`src/hw/rtl/rmde_pkg.sv`:
```
// Shared types and constants of the raster morphology dilate/erode block.
`timescale 1ns / 1ps

package rmde_pkg;

  localparam int PIX_W      = 8;
  localparam int ROW_W      = 16;
  localparam int COL_OUT_W  = 10;
  localparam int CFG_IDX_W  = 3;
  localparam int CFG_DATA_W = 16;
  localparam int CFG_WID_W  = 11;

  localparam logic [CFG_IDX_W-1:0] REG_MODE        = 3'd0;
  localparam logic [CFG_IDX_W-1:0] REG_TARGET_CHAR = 3'd1;
  localparam logic [CFG_IDX_W-1:0] REG_REPL_CHAR   = 3'd2;
  localparam logic [CFG_IDX_W-1:0] REG_IMG_WIDTH   = 3'd3;
  localparam logic [CFG_IDX_W-1:0] REG_IMG_HEIGHT  = 3'd4;

  localparam logic MODE_DILATE = 1'b0;
  localparam logic MODE_ERODE  = 1'b1;

  typedef struct packed {
    logic             mode;
    logic [PIX_W-1:0] target_char;
    logic [PIX_W-1:0] replacement_char;
  } rmde_cfg_t;

  typedef struct packed {
    logic [3:0]              ok;
    logic [3:0][PIX_W-1:0]   px;
  } rmde_nbrs_t;

  typedef struct packed {
    logic has_up;
    logic up2;
    logic c_ge1;
    logic c_ge2;
    logic right_ok;
    logic last_row;
    logic frame_end;
  } rmde_flags_t;

  typedef struct packed {
    logic [PIX_W-1:0]     pixel_out;
    logic [ROW_W-1:0]     out_row;
    logic [COL_OUT_W-1:0] out_col;
    logic                 frame_last;
  } rmde_res_t;

endpackage

```
`src/hw/rtl/rmde_judge.sv`:
```
// Four-neighbour dilate/erode decision for one pixel.
`timescale 1ns / 1ps

module rmde_judge (
  input  rmde_pkg::rmde_cfg_t        cfg,
  input  logic [rmde_pkg::PIX_W-1:0] center,
  input  rmde_pkg::rmde_nbrs_t       nbrs,
  output logic [rmde_pkg::PIX_W-1:0] result
);

  logic any_eq;
  logic any_ne;

  always_comb begin
    any_eq = 1'b0;
    any_ne = 1'b0;
    for (int i = 0; i < 4; i++) begin
      if (nbrs.ok[i]) begin
        if (nbrs.px[i] == cfg.target_char) begin
          any_eq = 1'b1;
        end else begin
          any_ne = 1'b1;
        end
      end
    end
    result = center;
    case (cfg.mode)
      rmde_pkg::MODE_DILATE: begin
        if (center != cfg.target_char && any_eq) begin
          result = cfg.target_char;
        end
      end
      default: begin
        if (center == cfg.target_char && any_ne) begin
          result = cfg.replacement_char;
        end
      end
    endcase
  end

endmodule

```
`config.mk`:
```
export PLATFORM = sky130hd
export DESIGN_NAME = rmde_judge
export DESIGN_NICKNAME = d
export VERILOG_FILES = /design/src/hw/rtl/rmde_pkg.sv /design/src/hw/rtl/rmde_judge.sv
export SDC_FILE = /design/constraint.sdc
export NUM_CORES = 1
export LEC_CHECK = 0
export BUFFER_PORTS_ARGS = -buffer_cell sky130_fd_sc_hd__clkbuf_2
export CORE_MARGIN = 2
export CORE_UTILIZATION = 41
export DETAILED_ROUTE_END_ITERATION = 10
export PLACE_DENSITY_LB_ADDON = 0.1
export SYNTH_ARGS = -nofsm -noshare
export SYNTH_HDL_FRONTEND = slang
export SYNTH_SLANG_ARGS = --single-unit
```
`constraint.sdc`:
```
create_clock -name vclk -period 2.54
set_clock_uncertainty 0.1 [all_clocks]
set_input_delay 0.508 -clock vclk [all_inputs]
set_output_delay 0.508 -clock vclk [all_outputs]
set_load 0.01 [all_outputs]
```
# Word level (Yosys, flattened, before mapping)
# Index checks and enable logic that the tools add are counted.
[classes]
addsub = 0
multipliers = 0
n_div = 0
n_lt_le_gt_ge = 0
n_eq_ne = 6
n_shift = 0
muxes = 19
bitwise = 0
n_reduce_logical = 2
[op_table]
columns = ["cell", "count"]
rows = [
  ["$eq 8x8->1", 5],
  ["$mux 8", 3],
  ["$mux 1", 16],
  ["$ne 8x8->1", 1],
  ["$logic_and 1x1->1", 2],
]
[totals]
register_bits = 0
latchBits = 0
mem_bits_rw = 0
romBits = 0
inputBits = 61
output_inout_bits = 8
elab_cells = 27
memories = 0

# Longest topological paths before layout
# Gate-level depths: netlist (run 1).
[depth]
depth_word = 12
depth_mapped = 7
depth_no_buf = 6

# Worst setup path before layout (run 1)
# No wires, ideal clock.
[synth_timing]
path_type = "input to output"
start = "input cfg[9] (netlist name)"
end = "output result[0] (netlist name)"
t_arrival_ns = 1.902
t_required_ns = 1.932
setup_slack_ns = 0.030
stages = 7
path_buffers = 1
cell_sequence = "buf_4 -> xnor2_1 -> nand4_1 -> nor3_1 -> o41a_1 -> or2_4 -> o21ai_2"
[synth_via]
elab_chain_len = 12
elab_cells_between_ends = 27
classes_between = "eq/ne (6); mux (19); reduce/logical (2)"
[synth_lines]
columns = ["item", "line", "rtl"]
rows = [
  ["start, declared", "rmde_judge.sv:5", "input rmde_pkg::rmde_cfg_t cfg,"],
  ["$eq 8x8->1", "rmde_judge.sv:19", "if (nbrs.px[i] == cfg.target_char) begin"],
  ["$mux 1", "rmde_judge.sv:19", ""],
  ["$mux 1", "rmde_judge.sv:18", "if (nbrs.ok[i]) begin"],
  ["$mux 1", "rmde_judge.sv:19", ""],
  ["$mux 1", "rmde_judge.sv:18", ""],
  ["$mux 1", "rmde_judge.sv:19", ""],
  ["$mux 1", "rmde_judge.sv:18", ""],
  ["$mux 1", "rmde_judge.sv:19", ""],
  ["$mux 1", "rmde_judge.sv:18", ""],
  ["$logic_and 1x1->1, on equally long branches", "rmde_judge.sv:29, rmde_judge.sv:34", ""],
  ["$mux 8, on equally long branches", "rmde_judge.sv:29, rmde_judge.sv:34", ""],
  ["$mux 8 (*)", "rmde_judge.sv:27", "case (cfg.mode)"],
  ["end, declared", "rmde_judge.sv:8", "output logic [rmde_pkg::PIX_W-1:0] result"],
]
# Every way passes the cells marked *; elsewhere a longest branch is shown, timed or not.

# Worst setup path after layout (run 1)
[layout_timing]
start = "input cfg[14] (netlist name)"
end = "output result[7] (netlist name)"
# Same word-level chain as after synthesis.

==> results.cfg, run 1 <==
[worst_setup_path]
critPathRequiredTime_ns = 1.93
worstSetupStartpointType = primary input
crit_path_top_delay_cell = sky130_fd_sc_hd__o41a_1
critical_path_class = primary input to output port
worst_setup_path_end_kind = output port
worst_path_largest_cell_delay_ns = 0.45
critical-path-top-delay-family = compound AO/OA/AOI/OAI gates
critical_path.max_fanout = 7
cp.buffers_inverters = 2
timing.critical_path.arrival_ns = 2.04
timing.critical_path.cells = buf_12 -> xnor2_2 -> nand4_1 -> nor3_2 -> o41a_1 -> or2_4 -> o21ai_2 -> buf_2

[floorplanning]
design.portCount = 69
coreArea_sq_um = 1783
dieHeight_um = 48.23
initial_utilization_pct = 44.98
die_width_um = 48.23
rows = 15
die_area_sq_um = 2326

[global_route]
groute.usage.overall_pct = 19.40
grt_max_degree = 8
grt_pass1_wl_um = 3360
grt_pass1_vias = 861
grt_antenna_before_repair = 0
grt_remaining_overflow = 0

[final_layout]
design_area_sq_um = 1439
postLayoutCoreUtil_pct = 80.70
finalNetCount = 235
n_fill_cell = 119
num-clock-buffers = 0
n_antenna_cell = 0
design.seq.count = 0
final-seq-area_sq_um = 0
drive_above_1_share_pct = 66.28
area_growth_pct = 79.41

[timing]
worst-slew-pin-transition_ns = 0.3018
worst_slew_margin_rel_pct = 79.66
slew_viols_final = 0
final_report_setup_violation_count = 8
grt_setup_unrepaired = true
final.setup.tns_ns = -0.4097
post-route-worst-setup-slack_ns = -0.1042
fraction_of_the_cycle_the_final_worst_path_needs_pct = 104.1
number_of_hold_violations_in_the_final_report = 0
minimum_clock_period_after_layout_ns = 2.644
clock.fmax_mhz = 378.2

[synth]
synth_commonest_cells = 32 x sky130_fd_sc_hd__xnor2_1, 11 x sky130_fd_sc_hd__inv_1, 8 x sky130_fd_sc_hd__nand4_1, 8 x sky130_fd_sc_hd__xor2_1
syn_inst = 102
seq_area_frac_synth_pct = 0
yosys.cell_count.top_type = sky130_fd_sc_hd__xnor2_1
mappedNetlistNets = 163
synth_area_leaders = sky130_fd_sc_hd__xnor2_1 35%, sky130_fd_sc_hd__xor2_1 8.7%, sky130_fd_sc_hd__o21ai_2 7.6%
mappedNetlistArea_sq_um = 802.0
ys.warnings.count = 0
ys_types = 21
postSynthAreaPerCell_sq_um = 7.863
synth.largest_area_cell = sky130_fd_sc_hd__xnor2_1
synth_top_area_share_pct = 34.95

[detailed_routing]
avgViaCountPerCell = 5.071
route.vias.total = 999
drt_iter0_drc = 3
firstDrtPassIters = 4
routedWlPerCell_um = 13.25
postRouteWirelength_um = 2611
final_antenna_net_count = 0
drc_viols = 0

[min_path]
worstHoldPathType = primary input to output port
min_delay_worst_endpoint = result[5]
worstHoldPathCells = 4
hp-start = cfg[5]

[power_and_ir_drop]
power.leakage_nw = 0.6538
irDropWorstVdd_mv = 0.1012
powerDensity_nw_per_um2 = 154.1

[placement]
worst_setup_timing_slack_at_the_placement_stage_ns = -0.1455
hpwlAfterDp_um = 1973
place.gp.congestion = 0.7201
placed_area_sq_um = 1149
portBuffers = 69

[outcome]
run_status = finished, violations left
failed_checks = setup timing

[clock_tree]
cts-hold-fix-buffers = 0

[flow_run]
maxCapViolations = 0
==> cells by family (layout without fill, tap and decap cells) <==
logic type | count (synthesis) | count (layout) | share of synthesized area (%)
XOR/XNOR | 40 | 40 | 43.68
AO/OA/AOI/OAI | 23 | 23 | 22.93
buffers and inverters | 19 | 89 | 14.51
multiplexers | 3 | 3 | 3.744
AND/OR/NAND/NOR | 17 | 17 | 15.13
==> tightest hold or removal path: cells and delay by family <==
kind	cells	cell delay [ns]
AO/OA/AOI/OAI	2	0.10
buffers and inverters	2	0.20
==> placed cells by master (no fill, tap or decap), types with 2 or more instances in the layout <==
master	count
sky130_fd_sc_hd__a22oi_2	7
sky130_fd_sc_hd__a41oi_2	2
sky130_fd_sc_hd__buf_12	6
sky130_fd_sc_hd__buf_2	6
sky130_fd_sc_hd__buf_4	8
sky130_fd_sc_hd__buf_6	2
sky130_fd_sc_hd__clkbuf_2	55
sky130_fd_sc_hd__inv_1	11
sky130_fd_sc_hd__mux2i_1	3
sky130_fd_sc_hd__nand4_1	8
sky130_fd_sc_hd__nor3_2	4
sky130_fd_sc_hd__nor4_4	2
sky130_fd_sc_hd__o21ai_2	10
sky130_fd_sc_hd__xnor2_1	24
sky130_fd_sc_hd__xnor2_2	8
sky130_fd_sc_hd__xor2_1	7
==> stage by stage <==
stage / cells / hold WS [ns] / total power [W]
after detailed placement: 194 / 1.232 / 0.0001743
after global routing: 197 / 1.234 / 0.0002379
after floorplan: 102 / 1.009 / 0.0001093
after CTS: 194 / 1.222 / 0.0001879
after global placement: 194 / 1.229 / 0.0001704
final: 197 / 1.216 / 0.0002218
==> worst max path at each step <==
stage	start	to	slack, ns	cells after the start
after floorplan	cfg[9]	result[0]	0.03	7
after global placement	cfg[8]	result[1]	-0.13	9
after detailed placement	cfg[8]	result[0]	-0.15	9
after CTS	cfg[12]	result[1]	-0.06	8
after global routing	cfg[13]	result[3]	-0.21	9
final	cfg[14]	result[7]	-0.10	8
==> per-layer routing <==
| metal | wire, um | GRT usage [%] | up-vias |
|---|---|---|---|
| met2 | 1473 | 39.74 | 40 |
| met4 | 54 | 1.081 | 0 |
| met1 | 979 | 22.64 | 454 |
| met5 | 0 | 0 | - |
| met3 | 103 | 0.7407 | 6 |
| li1 | - | - | 499 |
==> cell type report <==
| class | instances | area (sq um) | area share, % |
|---|---|---|---|
| inverter | 11 | 41.29 | 2.870 |
| multi-input combinational | 83 | 843.3 | 58.61 |
| tap | 25 | 31.28 | 2.174 |
| timing repair buffer | 78 | 523.0 | 36.35 |
==> where the power goes <==
| part | internal [W] | switching, W |
|---|---|---|
| clock network | 0 | 0 |
| logic | 0.000123 | 0.0000986 |
| registers | 0 | 0 |
| total | 0.000123 | 0.0000986 |
==> what timing repair did <==
| action | in CTS | in global routing |
|---|---|---|
| hold endpoints to repair | 0 | 0 |
| gates resized for setup | 27 | 41 |
| setup buffers | 0 | 3 |
| setup endpoints to repair | 8 | 8 |
| pin swaps | 8 | 15 |
No activity file was read; power rests on OpenSTA's default activity.
==> run 2, diff against run 1 <==
--- a/config.mk
+++ b/config.mk
@@ -10,6 +10,7 @@
 export CORE_UTILIZATION = 41
 export DETAILED_ROUTE_END_ITERATION = 10
 export PLACE_DENSITY_LB_ADDON = 0.1
+export SETUP_SLACK_MARGIN = 0.15
 export SYNTH_ARGS = -nofsm -noshare
 export SYNTH_HDL_FRONTEND = slang
 export SYNTH_SLANG_ARGS = --single-unit
==> results.cfg, run 2 (same netlist as run 1, synthesis figures left out) <==
[outcome]
run_status = finished, violations left
failed_checks = setup timing

[timing]
minimum_clock_period_after_layout_ns = 2.665
final_report_setup_violation_count = 8
post-route-worst-setup-slack_ns = -0.1254
fraction_of_the_cycle_the_final_worst_path_needs_pct = 104.9
slew_viols_final = 0
worst-slew-pin-transition_ns = 0.3221
grt_setup_unrepaired = true
clock.fmax_mhz = 375.2
worst_slew_margin_rel_pct = 78.36
number_of_hold_violations_in_the_final_report = 0

[final_layout]
postLayoutCoreUtil_pct = 79.09
design.seq.count = 0
finalNetCount = 236
n_antenna_cell = 0
num-clock-buffers = 0
area_growth_pct = 75.82
final_common_cell = sky130_fd_sc_hd__clkbuf_2
drive_above_1_share_pct = 63.58
commonest_cells_after_routing_fill_and_taps_aside = 54 x sky130_fd_sc_hd__clkbuf_2, 30 x sky130_fd_sc_hd__xnor2_1, 11 x sky130_fd_sc_hd__inv_1
final-seq-area_sq_um = 0
design_area_sq_um = 1410

[floorplanning]
design.portCount = 69
dieHeight_um = 48.23
initial_utilization_pct = 44.98
die_area_sq_um = 2326
coreArea_sq_um = 1783
rows = 15
die_width_um = 48.23

[detailed_routing]
drt_iter0_drc = 2
postRouteWirelength_um = 2457
route.vias.total = 968
drc_viols = 0
firstDrtPassIters = 4
routedWlPerCell_um = 12.41
final_antenna_net_count = 0
avgViaCountPerCell = 4.889

[worst_setup_path]
timing.critical_path.cells = clkbuf_8 -> xnor2_1 -> nand4_1 -> nor3_2 -> o41a_1 -> or2_4 -> o21ai_2 -> buf_2
timing.critical_path.arrival_ns = 2.06
crit_path_top_delay_cell = sky130_fd_sc_hd__o41a_1
worst_setup_path_end_kind = output port
critical_path_class = primary input to output port
critical-path-top-delay-family = compound AO/OA/AOI/OAI gates
worstSetupStartpointType = primary input
critical_path.max_fanout = 7
worst_path_largest_cell_delay_ns = 0.45
cp.buffers_inverters = 2
critPathRequiredTime_ns = 1.93

[global_route]
grt.busiest_layer = met2
gr-usage-met3_pct = 0.7407
groute.layer.met2.usage_pct = 43.42
groute.usage.overall_pct = 20.97
grt_remaining_overflow = 0
grt_pass1_vias = 903
use_met1_pct = 23.50
grt_antenna_before_repair = 0
grt_max_degree = 8
grt_pass1_wl_um = 3567

[flow_run]
maxCapViolations = 0

[placement]
hpwlAfterDp_um = 1968
placed_area_sq_um = 1156
portBuffers = 69
place.gp.congestion = 0.7065

[power_and_ir_drop]
irDropWorstVdd_mv = 0.1006
power.leakage_nw = 0.6300
powerDensity_nw_per_um2 = 149.7

[clock_tree]
cts-hold-fix-buffers = 0

[min_path]
worstHoldPathType = primary input to output port
[run 2: worst paths after layout]
| check | from | to | slack [ns] | cells past startpoint |
|---|---|---|---|---|
| worst max-delay path | cfg[8] | result[2] | -0.13 | 8 |
| worst min-delay path | cfg[4] | result[4] | 1.22 | 4 |
[run 2: routing by layer]
layer	up-vias	part of all wire, %
li1	498	-
met1	433	37
met2	35	57
met3	2	4.9
met4	0	0.94
met5	-	0
[run 2: final cells by class]
cell class	count	area, sq um
inverters	11	41.29
well taps	25	31.28
fillers	132	372.9
repair buffers	79	529.3
multi-input cells	83	808.3
[run 2: timing repair]
| action | in CTS | in global routing |
|---|---|---|
| pin swaps | 12 | 6 |
| endpoints found under the hold margin | 0 | 0 |
| resized for setup | 37 | 15 |
| endpoints found under the setup margin | 8 | 8 |
| setup buffers | 2 | 1 |
[run 2: metrics by stage]
stage	std cells	total power (W)	setup WS, ns	TNS (ns)	hold WS, ns
after floorplan	102	0.0001095	0.04941	0	1.009
after global placement	195	0.0001719	-0.1194	-0.8610	1.231
after detailed placement	195	0.0001756	-0.1497	-1.057	1.234
after CTS	197	0.0002025	-0.09668	-0.5114	1.224
after global routing	198	0.0002287	-0.2277	-1.632	1.239
final	198	0.0002111	-0.1254	-0.7825	1.215
[run 2: power breakdown]
| part | internal [W] | total (W) | switching, W | leakage [nW] |
|---|---|---|---|---|
| sequential | 0 | 0 | 0 | 0 |
| combinational | 0.000116 | 0.000211 | 0.0000947 | 0.630 |
| clock | 0 | 0 | 0 | 0 |
